--- src/pca_pkg.sv ---
// shared types, constants and the control program of the pi controller
`timescale 1ns / 1ps

package pca_pkg;

	localparam int PC_W      = 4;
	localparam int CFG_IDX_W = 4;
	localparam int DRIVE_W   = 23;
	localparam int TERM_W    = 64;
	localparam int INC_W     = 48;

	localparam logic [31:0]        Q_ONE     = 32'd65536;
	localparam logic [DRIVE_W-1:0] DRIVE_MAX = 23'd6553600;

	// register indexes on the configuration port
	localparam logic [CFG_IDX_W-1:0] REG_SETPOINT      = 4'd0;
	localparam logic [CFG_IDX_W-1:0] REG_GAIN          = 4'd1;
	localparam logic [CFG_IDX_W-1:0] REG_INTEGRAL_TIME = 4'd2;
	localparam logic [CFG_IDX_W-1:0] REG_SAMPLE_PERIOD = 4'd3;

	// program addresses
	localparam logic [PC_W-1:0] STEP_WAIT     = 4'd0;
	localparam logic [PC_W-1:0] STEP_MUL_P    = 4'd1;
	localparam logic [PC_W-1:0] STEP_MUL_P_LP = 4'd2;
	localparam logic [PC_W-1:0] STEP_PTERM    = 4'd3;
	localparam logic [PC_W-1:0] STEP_DIV_LP   = 4'd4;
	localparam logic [PC_W-1:0] STEP_ITERM    = 4'd5;
	localparam logic [PC_W-1:0] STEP_MUL_I_LP = 4'd6;
	localparam logic [PC_W-1:0] STEP_DRIVE    = 4'd7;
	localparam logic [PC_W-1:0] STEP_EMIT     = 4'd8;

	typedef enum logic [2:0] {
		OP_WAIT,
		OP_MUL_P,
		OP_MUL_STEP,
		OP_PTERM,
		OP_DIV_STEP,
		OP_ITERM,
		OP_DRIVE,
		OP_EMIT
	} op_t;

	typedef enum logic [1:0] {
		COND_NEXT,
		COND_ALWAYS,
		COND_CNT_NZ
	} cond_t;

	typedef enum logic [1:0] {
		CNT_HOLD,
		CNT_LOAD_MUL,
		CNT_LOAD_DIV,
		CNT_DEC
	} cnt_op_t;

	typedef struct packed {
		op_t             op;
		cnt_op_t         cnt_op;
		cond_t           cond;
		logic [PC_W-1:0] target;
	} uword_t;

	typedef struct packed {
		logic en;
		op_t  op;
	} ctrl_t;

	typedef struct packed {
		logic in_valid;
		logic out_busy;
	} stat_t;

	function automatic uword_t ucode(input logic [PC_W-1:0] pc);
		uword_t w;
		w = '{op: OP_WAIT, cnt_op: CNT_HOLD, cond: COND_ALWAYS, target: STEP_WAIT};
		case (pc)
			STEP_WAIT:     w = '{OP_WAIT,      CNT_HOLD,     COND_NEXT,   STEP_WAIT};
			STEP_MUL_P:    w = '{OP_MUL_P,     CNT_LOAD_MUL, COND_NEXT,   STEP_WAIT};
			STEP_MUL_P_LP: w = '{OP_MUL_STEP,  CNT_DEC,      COND_CNT_NZ, STEP_MUL_P_LP};
			STEP_PTERM:    w = '{OP_PTERM,     CNT_LOAD_DIV, COND_NEXT,   STEP_WAIT};
			STEP_DIV_LP:   w = '{OP_DIV_STEP,  CNT_DEC,      COND_CNT_NZ, STEP_DIV_LP};
			STEP_ITERM:    w = '{OP_ITERM,     CNT_LOAD_MUL, COND_NEXT,   STEP_WAIT};
			STEP_MUL_I_LP: w = '{OP_MUL_STEP,  CNT_DEC,      COND_CNT_NZ, STEP_MUL_I_LP};
			STEP_DRIVE:    w = '{OP_DRIVE,     CNT_HOLD,     COND_NEXT,   STEP_WAIT};
			STEP_EMIT:     w = '{OP_EMIT,      CNT_HOLD,     COND_ALWAYS, STEP_WAIT};
			default:       w = '{OP_WAIT,      CNT_HOLD,     COND_ALWAYS, STEP_WAIT};
		endcase
		return w;
	endfunction

endpackage

--- src/pca_useq.sv ---
// step counter, loop counter and program lookup
`timescale 1ns / 1ps

module pca_useq #(
	parameter int MUL_STEPS = 33,
	parameter int DIV_STEPS = 64
) (
	input  logic            clk,
	input  logic            arst_n,
	input  pca_pkg::stat_t  stat,
	output pca_pkg::ctrl_t  ctrl
);

	localparam int MAX_STEPS = (MUL_STEPS > DIV_STEPS) ? MUL_STEPS : DIV_STEPS;
	localparam int CW        = $clog2(MAX_STEPS);

	logic [pca_pkg::PC_W-1:0] pc_q;
	logic [CW-1:0]            cnt_q;
	pca_pkg::uword_t          uw;
	logic                     stall;

	always_comb begin
		uw = pca_pkg::ucode(pc_q);
		// wait for a beat at the wait step, hold the result step while the output is full
		stall = ((uw.op == pca_pkg::OP_WAIT) && !stat.in_valid) ||
		        ((uw.op == pca_pkg::OP_EMIT) && stat.out_busy);
		ctrl.en = !stall;
		ctrl.op = uw.op;
	end

	always_ff @(posedge clk or negedge arst_n) begin
		if (!arst_n) begin
			pc_q  <= pca_pkg::STEP_WAIT;
			cnt_q <= '0;
		end else if (ctrl.en) begin
			case (uw.cnt_op)
				pca_pkg::CNT_LOAD_MUL: cnt_q <= CW'(MUL_STEPS - 1);
				pca_pkg::CNT_LOAD_DIV: cnt_q <= CW'(DIV_STEPS - 1);
				pca_pkg::CNT_DEC:      cnt_q <= cnt_q - 1'b1;
				default:               cnt_q <= cnt_q;
			endcase
			case (uw.cond)
				pca_pkg::COND_ALWAYS: pc_q <= uw.target;
				pca_pkg::COND_CNT_NZ: pc_q <= (cnt_q != '0) ? uw.target : pc_q + 1'b1;
				default:              pc_q <= pc_q + 1'b1;
			endcase
		end
	end

endmodule

--- src/pca_datapath.sv ---
// shift-add multiplier, restoring divider and accumulator of the pi controller
`timescale 1ns / 1ps

module pca_datapath #(
	parameter int DATA_WIDTH = 32,
	parameter int ACC_WIDTH  = 48
) (
	input  logic                          clk,
	input  logic                          arst_n,
	input  pca_pkg::ctrl_t                ctrl,
	input  logic [DATA_WIDTH-1:0]         setpoint,
	input  logic [DATA_WIDTH-1:0]         proportional_gain,
	input  logic [30:0]                   integral_time,
	input  logic [30:0]                   sample_period,
	input  logic [DATA_WIDTH-1:0]         measured_value,
	output logic [pca_pkg::DRIVE_W-1:0]   res_drive,
	output logic                          res_limit
);

	localparam int DW = DATA_WIDTH;
	localparam int AW = ACC_WIDTH;
	localparam int EW = DW + 1;
	localparam int MB = (EW > 31) ? EW : 31;
	localparam int PW = EW + MB;
	localparam int XW = (PW > 64) ? PW : 64;
	localparam int DN = AW + 16;
	localparam int SW = 66;
	localparam int TW = pca_pkg::TERM_W;
	localparam int IW = pca_pkg::INC_W;

	localparam logic [XW-1:0] BIG = {{(XW-63){1'b0}}, 1'b1, 62'd0};

	logic [DW:0]          err_q;
	logic [EW-1:0]        mc_q;
	logic [MB-1:0]        mr_q;
	logic [PW-1:0]        prod_q;
	logic                 neg_q;
	logic [31:0]          rem_q;
	logic [DN-1:0]        quo_q;
	logic signed [TW-1:0] pterm_q;
	logic signed [TW-1:0] iterm_q;
	logic signed [TW-1:0] drive_q;
	logic signed [IW-1:0] inc_q;
	logic signed [AW-1:0] es_q;

	logic [EW-1:0]        err_next;
	logic [EW-1:0]        err_mag;
	logic [DW-1:0]        gain_mag;
	logic [AW-1:0]        es_mag;
	logic [XW-1:0]        prod_x;
	logic [62:0]          sat_mag;
	logic [TW-1:0]        tmag;
	logic [TW-1:0]        prod_term;
	logic [30:0]          ti_eff;
	logic [31:0]          sh;
	logic [32:0]          diff;
	logic [63:0]          qpart;
	logic [46:0]          qclamp;
	logic [TW-1:0]        imag;
	logic [TW-1:0]        iterm_val;
	logic signed [TW-1:0] drive_lim;
	logic                 in_band;
	logic signed [SW-1:0] sum;
	logic signed [SW-1:0] hi;
	logic signed [SW-1:0] lo;
	logic [AW-1:0]        es_next;

	always_comb begin
		err_next = {setpoint[DW-1], setpoint} - {measured_value[DW-1], measured_value};
		err_mag  = err_q[DW] ? (EW'(0) - err_q) : err_q;
		gain_mag = proportional_gain[DW-1] ? (DW'(0) - proportional_gain) : proportional_gain;
		es_mag   = es_q[AW-1] ? (AW'(0) - es_q) : es_q;

		// product magnitude saturates at 2^62, then drops the fraction
		prod_x    = XW'(prod_q);
		sat_mag   = (prod_x > BIG) ? {1'b1, 62'd0} : prod_x[62:0];
		tmag      = {17'd0, sat_mag[62:16]};
		prod_term = neg_q ? (TW'(0) - tmag) : tmag;

		ti_eff = (integral_time == '0) ? 31'd1 : integral_time;
		sh     = {rem_q[30:0], quo_q[DN-1]};
		diff   = {1'b0, sh} - {2'b00, ti_eff};

		// integer part of the quotient limited to 2^46, fraction kept
		qpart     = 64'(quo_q[DN-1:16]);
		qclamp    = (qpart > (64'd1 << 46)) ? {1'b1, 46'd0} : qpart[46:0];
		imag      = {1'b0, qclamp, quo_q[15:0]};
		iterm_val = es_q[AW-1] ? (TW'(0) - imag) : imag;

		drive_lim = $signed({{(TW-pca_pkg::DRIVE_W){1'b0}}, pca_pkg::DRIVE_MAX});
		in_band   = (drive_q > 0) && (drive_q < drive_lim);
		res_limit = !in_band;
		if (in_band) begin
			res_drive = drive_q[pca_pkg::DRIVE_W-1:0];
		end else if (drive_q >= drive_lim) begin
			res_drive = pca_pkg::DRIVE_MAX;
		end else begin
			res_drive = '0;
		end

		sum = $signed({{(SW-AW){es_q[AW-1]}}, es_q}) + $signed({{(SW-IW){inc_q[IW-1]}}, inc_q});
		hi  = $signed({{(SW-AW+1){1'b0}}, {(AW-1){1'b1}}});
		lo  = $signed({{(SW-AW+1){1'b1}}, {(AW-1){1'b0}}});
		if (sum > hi) begin
			es_next = hi[AW-1:0];
		end else if (sum < lo) begin
			es_next = lo[AW-1:0];
		end else begin
			es_next = sum[AW-1:0];
		end
	end

	always_ff @(posedge clk or negedge arst_n) begin
		if (!arst_n) begin
			es_q <= '0;
		end else if (ctrl.en && (ctrl.op == pca_pkg::OP_EMIT) && in_band) begin
			es_q <= es_next;
		end
	end

	always_ff @(posedge clk) begin
		if (ctrl.en) begin
			case (ctrl.op)
				pca_pkg::OP_WAIT: begin
					err_q <= err_next;
				end
				pca_pkg::OP_MUL_P: begin
					mc_q   <= EW'(gain_mag);
					mr_q   <= MB'(err_mag);
					prod_q <= '0;
					neg_q  <= proportional_gain[DW-1] ^ err_q[DW];
				end
				pca_pkg::OP_MUL_STEP: begin
					prod_q <= {prod_q[PW-2:0], 1'b0} + (mr_q[MB-1] ? PW'(mc_q) : PW'(0));
					mr_q   <= {mr_q[MB-2:0], 1'b0};
				end
				pca_pkg::OP_PTERM: begin
					pterm_q <= $signed(prod_term);
					rem_q   <= '0;
					quo_q   <= {es_mag, 16'd0};
				end
				pca_pkg::OP_DIV_STEP: begin
					if (!diff[32]) begin
						rem_q <= diff[31:0];
					end else begin
						rem_q <= sh;
					end
					quo_q <= {quo_q[DN-2:0], !diff[32]};
				end
				pca_pkg::OP_ITERM: begin
					iterm_q <= $signed(iterm_val);
					mc_q    <= err_mag;
					mr_q    <= MB'(sample_period);
					prod_q  <= '0;
					neg_q   <= err_q[DW];
				end
				pca_pkg::OP_DRIVE: begin
					drive_q <= pterm_q + iterm_q;
					inc_q   <= $signed(prod_term[IW-1:0]);
				end
				default: begin
				end
			endcase
		end
	end

endmodule

--- src/pi_controller_antiwindup.sv ---
// pi controller with conditional integration anti-windup, top level
// the sequencer takes a new sample only once the previous one has reached the output register;
//   the work is done by the bit-serial multiplier, used twice, and the one-bit-per-cycle divider
// reset: error sum cleared, setpoint 0, gain, integral time and sample period 1.0
`timescale 1ns / 1ps

module pi_controller_antiwindup #(
	parameter int DATA_WIDTH = 32,
	parameter int ACC_WIDTH  = 48
) (
	input  logic                              clk,
	input  logic                              arst_n,
	input  logic                              in_valid,
	output logic                              in_ready,
	input  logic [DATA_WIDTH-1:0]             measured_value,
	output logic                              out_valid,
	input  logic                              out_ready,
	output logic [pca_pkg::DRIVE_W-1:0]       drive_value,
	output logic                              at_limit,
	input  logic                              cfg_valid,
	output logic                              cfg_ready,
	input  logic [pca_pkg::CFG_IDX_W-1:0]     cfg_index,
	input  logic [((DATA_WIDTH > 32) ? DATA_WIDTH : 32)-1:0] cfg_data
);

	localparam int DW = DATA_WIDTH;
	localparam int MB = ((DW + 1) > 31) ? (DW + 1) : 31;
	localparam int DN = ACC_WIDTH + 16;

	logic [DW-1:0]                    setpoint_q;
	logic [DW-1:0]                    gain_q;
	logic [30:0]                      itime_q;
	logic [30:0]                      period_q;
	logic                             out_valid_q;
	logic [pca_pkg::DRIVE_W-1:0]      drive_q;
	logic                             limit_q;

	pca_pkg::ctrl_t                   ctrl;
	pca_pkg::stat_t                   stat;
	logic [pca_pkg::DRIVE_W-1:0]      res_drive;
	logic                             res_limit;
	logic                             emit;

	assign cfg_ready   = 1'b1;
	assign in_ready    = (ctrl.op == pca_pkg::OP_WAIT);
	assign out_valid   = out_valid_q;
	assign drive_value = drive_q;
	assign at_limit    = limit_q;
	assign emit        = ctrl.en && (ctrl.op == pca_pkg::OP_EMIT);

	always_comb begin
		stat.in_valid = in_valid;
		stat.out_busy = out_valid_q && !out_ready;
	end

	always_ff @(posedge clk or negedge arst_n) begin
		if (!arst_n) begin
			setpoint_q <= '0;
			gain_q     <= DW'(pca_pkg::Q_ONE);
			itime_q    <= 31'(pca_pkg::Q_ONE);
			period_q   <= 31'(pca_pkg::Q_ONE);
		end else if (cfg_valid && cfg_ready) begin
			case (cfg_index)
				pca_pkg::REG_SETPOINT:      setpoint_q <= cfg_data[DW-1:0];
				pca_pkg::REG_GAIN:          gain_q     <= cfg_data[DW-1:0];
				pca_pkg::REG_INTEGRAL_TIME: itime_q    <= cfg_data[30:0];
				pca_pkg::REG_SAMPLE_PERIOD: period_q   <= cfg_data[30:0];
				default: begin
				end
			endcase
		end
	end

	// output register: a finished beat waits here while the next item is taken
	always_ff @(posedge clk or negedge arst_n) begin
		if (!arst_n) begin
			out_valid_q <= 1'b0;
		end else if (emit) begin
			out_valid_q <= 1'b1;
		end else if (out_ready) begin
			out_valid_q <= 1'b0;
		end
	end

	always_ff @(posedge clk) begin
		if (emit) begin
			drive_q <= res_drive;
			limit_q <= res_limit;
		end
	end

	pca_useq #(
		.MUL_STEPS (MB),
		.DIV_STEPS (DN)
	) u_useq (
		.clk    (clk),
		.arst_n (arst_n),
		.stat   (stat),
		.ctrl   (ctrl)
	);

	pca_datapath #(
		.DATA_WIDTH (DATA_WIDTH),
		.ACC_WIDTH  (ACC_WIDTH)
	) u_datapath (
		.clk               (clk),
		.arst_n            (arst_n),
		.ctrl              (ctrl),
		.setpoint          (setpoint_q),
		.proportional_gain (gain_q),
		.integral_time     (itime_q),
		.sample_period     (period_q),
		.measured_value    (measured_value),
		.res_drive         (res_drive),
		.res_limit         (res_limit)
	);

	// the sequencer leaves the wait step right after taking a beat
	a_leave_wait: assert property (@(posedge clk) disable iff (!arst_n)
		in_valid && in_ready |=> !in_ready)
		else $error("input taken twice in a row");

	a_drive_range: assert property (@(posedge clk) disable iff (!arst_n)
		out_valid |-> drive_value <= pca_pkg::DRIVE_MAX)
		else $error("drive above upper bound");

	a_free_inside: assert property (@(posedge clk) disable iff (!arst_n)
		out_valid && !at_limit |-> (drive_value != '0) && (drive_value < pca_pkg::DRIVE_MAX))
		else $error("unlimited drive not strictly inside bounds");

	a_limit_bound: assert property (@(posedge clk) disable iff (!arst_n)
		out_valid && at_limit |-> (drive_value == '0) || (drive_value == pca_pkg::DRIVE_MAX))
		else $error("limited drive not at a bound");

endmodule

--- config.mk ---
export PLATFORM = sky130hd
export DESIGN_NAME = pi_controller_antiwindup
export DESIGN_NICKNAME = d
export VERILOG_FILES = /design/src/pca_pkg.sv /design/src/pca_useq.sv /design/src/pca_datapath.sv /design/src/pi_controller_antiwindup.sv
export SDC_FILE = /design/constraint.sdc
export NUM_CORES = 2
export LEC_CHECK = 0
export ABC_AREA = 1
export BUFFER_PORTS_ARGS = -buffer_cell sky130_fd_sc_hd__buf_2
export CAP_MARGIN = 20
export CORE_ASPECT_RATIO = 0.8
export CORE_MARGIN = 2
export CORE_UTILIZATION = 25
export DETAILED_ROUTE_END_ITERATION = 16
export HOLD_SLACK_MARGIN = 0.08
export PLACE_DENSITY = 0.46
export SLEW_MARGIN = 20
export SYNTH_ARGS = -nofsm -noshare
export SYNTH_HDL_FRONTEND = slang
export SYNTH_SLANG_ARGS = --single-unit
--- constraint.sdc ---
create_clock -name clk -period 15.51 [get_ports clk]
set_input_delay 0.7755 -clock clk [delete_from_list [all_inputs] [get_ports clk]]
set_output_delay 0.7755 -clock clk [all_outputs]
set_load 0.01 [all_outputs]
Word-level counts from Yosys, hierarchy flattened
Memories as Yosys holds them, arrays and structs flattened.
Cells that the tools add are included.
{ "word_totals": {"regBits": 695, "mem_bits_ro": 144, "elab_cells": 121, "n_memories": 1} }
{ "op_classes": {"add_sub_neg": 12, "order_cmp": 7, "n_eq_ne": 15, "n_mux": 25, "bitwise_logic": 2, "n_reduce_logical": 36} }
{ "memory_table": {"columns": ["name", "depth", "word_bits", "rd", "rd_clocked_by_memory_dff", "wr", "line_no", "source"], "rows": [
  ["(no name shown)", 16, 9, 1, 0, 0, "pca_pkg.sv:76", "case (pc)"]
]} }
{ "op_table": {"columns": ["op", "count"], "rows": [
  ["48-bit two-way mux", 4],
  ["66-bit case mux with 2 select lines", 1],
  ["64-bit case mux with 2 select lines", 1],
  ["63-bit two-way mux", 2],
  ["33-bit case mux with 3 select lines", 1],
  ["66-bit adder", 1],
  ["66-bit by 48-bit > comparator with 1-bit output, second input constant", 1],
  ["66-bit by 63-bit > comparator with 1-bit output, second input constant", 1],
  ["66-bit by 48-bit < comparator with 1-bit output, second input constant", 1],
  ["33-bit two-way mux", 2],
  ["33-bit case mux with 2 select lines", 1],
  ["49-bit by 64-bit adder with 64-bit output", 1],
  ["64-bit by 24-bit >= comparator with 1-bit output, second input constant", 1],
  ["64-bit by 1-bit > comparator with 1-bit output, second input constant", 1],
  ["64-bit by 24-bit < comparator with 1-bit output, second input constant", 1],
  ["1-bit by 63-bit subtractor with 64-bit output, first input constant", 1],
  ["31-bit two-way mux", 2],
  ["31-bit case mux with 2 select lines", 1],
  ["48-bit by 48-bit adder with 49-bit output", 1],
  ["48-bit by 47-bit > comparator with 1-bit output, second input constant", 1],
  ["1-bit by 47-bit subtractor with 48-bit output, first input constant", 1],
  ["1-bit by 48-bit subtractor with 48-bit output, first input constant", 1],
  ["47-bit two-way mux", 1],
  ["23-bit two-way mux", 2],
  ["32 further kinds", 66]
]} }

Logic depth before layout (Yosys ltp)
{ "depth": {"ltp_word": 7, "ltp_mapped": 21, "depth_no_buf": 19} }

Hierarchy
From an unflattened synthesis, not the netlist that was laid out.
{ "unflattened": {"hier_cells": 6206, "hier_area_um2": 48038.6} }
{ "modules_own_cells": {"columns": ["module", "n_inst", "cells_per_inst", "area_per_inst_um2"], "rows": [
  ["pca_datapath", 1, 5475, 41124.4],
  ["pi_controller_antiwindup", 1, 601, 6035.8],
  ["pca_useq", 1, 130, 878.3]
]} }

Worst setup path after synthesis
OpenSTA, ideal clock, no wires.
{ "synth_path": {"kind": "reg-to-reg", "from": "register u_useq.pc_q[0] (netlist bit)", "to": "register u_datapath.quo_q[0], enable pin", "setup_ns": 0.680, "t_arrival_ns": 7.784, "required_ns": 14.830, "slack_ns": 7.047, "path_stages_with_launch": 8, "n_path_buf": 0, "period_less_slack_ns": 8.463, "cell_sequence": "dfrtp_1 -> inv_1 -> ha_1 -> nand3_2 -> inv_2 -> nor2_1 -> inv_2 -> o21ai_0"} }
{ "synth_via": {"elab_chain_len": 6} }
{ "synth_lines": {"columns": ["element", "line_no", "source"], "rows": [
  ["start, declared", "pca_useq.sv:17", "logic [pca_pkg::PC_W-1:0] pc_q;"],
  ["start signal, assigned", "pca_useq.sv:33", "pc_q <= pca_pkg::STEP_WAIT;"],
  ["start signal, assigned", "pca_useq.sv:43", "pca_pkg::COND_ALWAYS: pc_q <= uw.target;"],
  ["start signal, assigned", "pca_useq.sv:44", "pca_pkg::COND_CNT_NZ: pc_q <= (cnt_q != '0) ? uw.target : pc_q + 1'b1;"],
  ["memory read 16 x 9 bit *", null, null],
  ["3-bit equality test or 3-bit logical NOT (tied branches)", "pca_useq.sv:26, pca_useq.sv:25", null],
  ["1-bit logical AND, on equally long branches", "pca_useq.sv:26, pca_useq.sv:25", null],
  ["1-bit logical OR", "pca_useq.sv:25", "stall = ((uw.op == pca_pkg::OP_WAIT) && !stat.in_valid) ||"],
  ["1-bit inverter (no line)", null, null],
  ["2-bit AND reduction (no line) *", null, null],
  ["end signal, assigned", "pca_datapath.sv:140", "quo_q <= {es_mag, 16'd0};"],
  ["end signal, assigned", "pca_datapath.sv:148", "quo_q <= {quo_q[DN-2:0], !diff[32]};"],
  ["end, declared", "pca_datapath.sv:39", "logic [DN-1:0] quo_q;"]
]} }
Every way passes the cells marked *; elsewhere a longest branch is shown, timed or not.
A chain may end at the register's enable or synchronous reset.

Final worst setup path
{ "layout_path": {"from": "register u_datapath.mr_q[32]", "to": "register u_datapath.prod_q[61], data pin"} }
{ "layout_via": {"elab_chain_len": 3} }
{ "layout_lines": {"columns": ["element", "line_no", "source"], "rows": [
  ["start, declared", "pca_datapath.sv:35", "logic [MB-1:0] mr_q;"],
  ["start signal, assigned", "pca_datapath.sv:129", "mr_q <= MB'(err_mag);"],
  ["start signal, assigned", "pca_datapath.sv:135", "mr_q <= {mr_q[MB-2:0], 1'b0};"],
  ["start signal, assigned", "pca_datapath.sv:153", "mr_q <= MB'(sample_period);"],
  ["33-bit two-way mux", "pca_datapath.sv:134", "prod_q <= {prod_q[PW-2:0], 1'b0} + (mr_q[MB-1] ? PW'(mc_q) : PW'(0));"],
  ["66-bit adder", "pca_datapath.sv:134", null],
  ["66-bit case mux with 2 select lines", "pca_datapath.sv:123", "case (ctrl.op)"],
  ["end signal, assigned", "pca_datapath.sv:134", null],
  ["end, declared", "pca_datapath.sv:36", "logic [PW-1:0] prod_q;"]
]} }
Every way passes these cells.

==> summary.txt <==
Post-Synthesis Cell Area -> 47200 um^2
Antenna viol nets, final -> 0
Internal -> 3.80 mW
Top cell type by total area after synthesis -> edfxtp_1
Layout Utilization -> 28.4%
Clock Power Share -> 38.0%
Sw Share -> 30.4%
Setup repair bufs after CTS -> 0
Clk sinks -> 695
Largest net degree at the start of global routing -> 101
Critical path class -> flop to flop
Crit share post-route -> 26.5%
Tmin final -> 4.11 ns
Die Span Y -> 393 um
Fin area -> 53300 um^2
Antenna violations before repair -> 24
Vias in the first global route -> 39817
Worst slew margin -> 25.1%
H-tree depth -> 3
Die W -> 490 um
RSZ-0062 raised after global routing -> false
Root Driver -> clkbuf_16
Top Ports -> 100
Final Hold Violating Endpoints -> 0
Number of flops mapped to enable cells by yosys -> 510
Syn Inst Count -> 6117
Flop and latch count out of synthesis -> 695
Critical path launch point type -> flop
Yosys cell types -> 67
Worst Setup End Kind -> flop
Outcome -> finished clean
Ys Warns -> 0
Drt wl/cell -> 19.2 um
Hpwl dp -> 132 mm
DR vias/cell -> 4.80
Clock transition at path regs -> 0.06 ns
Power, Total -> 5.46 mW
Max-Cap Viols -> 0
Initial DRC Count -> 4209
Full die area -> 192000 um^2
Std-Cell Rows -> 142
Post-Route WL -> 168 mm
F_max -> 0.243 GHz
Post-Syn Nets -> 6412
Critical Path RT -> 15.94 ns
Area delta synth->final -> 12.8%
Critical Path AT -> 4.54 ns
GPL Wtd Cong -> 0.938
Ys async rst share -> 26.6%
Sequential area share after synthesis -> 42.2%
Worst-Margin Slew -> 1.12 ns
CTS tree -> built
Setup TNS -> 0 ns
Nets -> 6469
Dpl ws -> 11.47 ns
Layout Skew -> 0.0434 ns
Leakage -> 23.5 nW
Worst-case clock buffer depth -> 3
Combinational power share -> 20.4%
CTS Hold Bufs -> 0
Inserted Clock Buffers -> 80
Drt first pass iters -> 6
Global-route wire length before repair -> 254 mm
Most used DFF post-synth -> edfxtp_1
Effective utilization at floorplan -> 25.2%
Cell area power density -> 102 nW/um^2
Final Max Slew Viols -> 0
Core ar. -> 187000 um^2
HP Class -> input pin to asynchronous set/reset pin
Routed vias -> 42059
Clk_lat worst skew -> 0.71 ns
Peak VDD IR -> 94.9 uV
Post_cts resized -> 0
Share of the synthesized area in the top cell type -> 32.4%
Share of power burned in registers -> 41.6%
NetSw -> 1.66 mW
# DRC -> 0
Mean Syn Cell Area -> 7.72 um^2
Gr usage total -> 17.1%
Placed inst area -> 50400 um^2
Port-buffer cells -> 98
Synth area leaders -> edfxtp_1 (32%), nand2_1 (13%), dfrtp_1 (9.6%), ha_1 (5.7%), nor2_1 (5.5%)
Share of post-route cells with drive strength above 1 -> 5.85%
Endpoints failing setup -> 0
Setup WS post-layout -> 11.40 ns
CP Max Fanout -> 33
GRT Residual Overflow -> 0
critical path, stage by stage (launching register included):
cell	delay, ns
edfxtp_1	1.04
nand2_1	0.12
inv_1	0.10
ha_1	0.16
inv_1	0.05
fa_1	0.40
inv_1	0.07
nand3_1	0.06
nand2_1	0.13
a21oi_2	0.10
o21bai_1	0.29
a21boi_0	0.23
o21ai_1	0.29
nand2_1	0.08
nand2_1	0.34
nand3_1	0.18
nor2_1	0.12
nor2_1	0.05
power by group through the flow:
stage / clock [mW] / sequential, mW / combinational [mW]
5_1_grt: 2.20 / 2.29 / 1.27
3_5_place_dp: 0 / 2.31 / 1.10
4_1_cts: 2.13 / 2.27 / 1.11
2_1_floorplan: 0 / 2.27 / 0.822
6_report: 2.08 / 2.27 / 1.11
3_3_place_gp: 0 / 2.31 / 1.10
cell type report:
| cell class | instances | area (um^2) |
|---|---|---|
| Tap cell | 2520 | 3150 |
| Antenna cell | 1 | 2.50 |
| Multi-Input combinational cell | 4573 | 24000 |
| Sequential cell | 695 | 19900 |
| Clock buffer | 102 | 2260 |
| Inverter | 692 | 2600 |
| Fill cell | 20377 | 134000 |
| Timing Repair Buffer | 132 | 752 |
| Clock inverter | 46 | 556 |
kinds of logic after synthesis:
kind of cell / share of synthesized area (%)
simple gates: 25.2
compound gates: 14.0
buf+inv: 7.12
flops: 42.2
xor+xnor: 5.51
fa+ha+maj: 5.96
other cells: 0.00794
registers in the layout (all words and copies together), names as in the netlist:
name and flops:
u_datapath.prod_q 66, u_datapath.drive_q 64, u_datapath.iterm_q 64, u_datapath.quo_q 64
u_datapath.pterm_q 49, u_datapath.es_q 48, u_datapath.inc_q 48, u_datapath.err_q 33
u_datapath.mc_q 33, u_datapath.mr_q 33, gain_q 32, setpoint_q 32
itime_q 31, period_q 31, u_datapath.rem_q 31, drive_value 23
u_useq.cnt_q 6, u_useq.pc_q 4, at_limit 1, out_valid 1
u_datapath.neg_q 1
cell usage after synthesis (all sizes together) (30+ instances only):
cell,n
nand4,89
dfrtp,182
o31ai,30
nor3,110
xnor2,93
xor2,204
edfxtp,510
buf,77
nor2,708
a21oi,361
o21ai,535
a21o,44
nor4,44
inv,692
nand3,245
ha,217
clkbuf,80
nand2,1636
a31oi,49
cell usage in the layout (no fill, tap or decap), types with 15 or more instances in the layout:
| cell | n |
|---|---|
| or2_2 | 21 |
| edfxtp_1 | 510 |
| o41ai_1 | 24 |
| buf_2 | 97 |
| o21a_1 | 28 |
| a21boi_0 | 16 |
| nor4_1 | 44 |
| nor3_1 | 103 |
| a22oi_1 | 15 |
| clkbuf_16 | 86 |
| a21o_1 | 44 |
| xor2_1 | 204 |
| a31oi_1 | 49 |
| nor2_1 | 694 |
| nand4_1 | 89 |
| nand3b_1 | 20 |
| inv_1 | 679 |
| a21oi_1 | 357 |
| o21ai_0 | 517 |
| xnor2_1 | 92 |
| nand2_1 | 1621 |
| dfrtp_1 | 181 |
| nand3_1 | 238 |
| o31ai_1 | 29 |
| buf_4 | 33 |
| ha_1 | 217 |
| o21bai_1 | 24 |
routing by layer:
| metal | part of all wire (%) | global-route usage [%] | wire length, um | up-vias |
|---|---|---|---|---|
| met4 | 2.1 | 3.75 | 3570 | 0 |
| met5 | 0 | 0 | 0 | - |
| met2 | 42 | 26.2 | 71300 | 1277 |
| met3 | 6.3 | 2.47 | 10600 | 166 |
| met1 | 49 | 25.3 | 82700 | 19993 |
| li1 | - | - | - | 20623 |
stage by stage:
step / cells / hold WS (ns)
2_1_floorplan: 6117 / 0.426
5_1_grt: 8760 / 0.169
3_3_place_gp: 8611 / 0.466
4_1_cts: 8759 / 0.171
3_5_place_dp: 8611 / 0.473
6_report: 8761 / 0.142
final timing paths:
check                      slack (ns)                    end  depth (start not counted)                 from
max                             11.40  u_datapath.prod_q[61]                         17  u_datapath.mr_q[32]
min                              0.14         setpoint_q[10]                          1               arst_n
max reg2reg                     11.40  u_datapath.prod_q[61]                         17  u_datapath.mr_q[32]
min reg2reg                      0.48             itime_q[8]                          2           itime_q[8]
max in group asynchronous       13.18    u_datapath.es_q[47]                          3               arst_n
min in group clk                 0.29              out_valid                          2            out_ready
No activity file was read; power rests on OpenSTA's default activity.
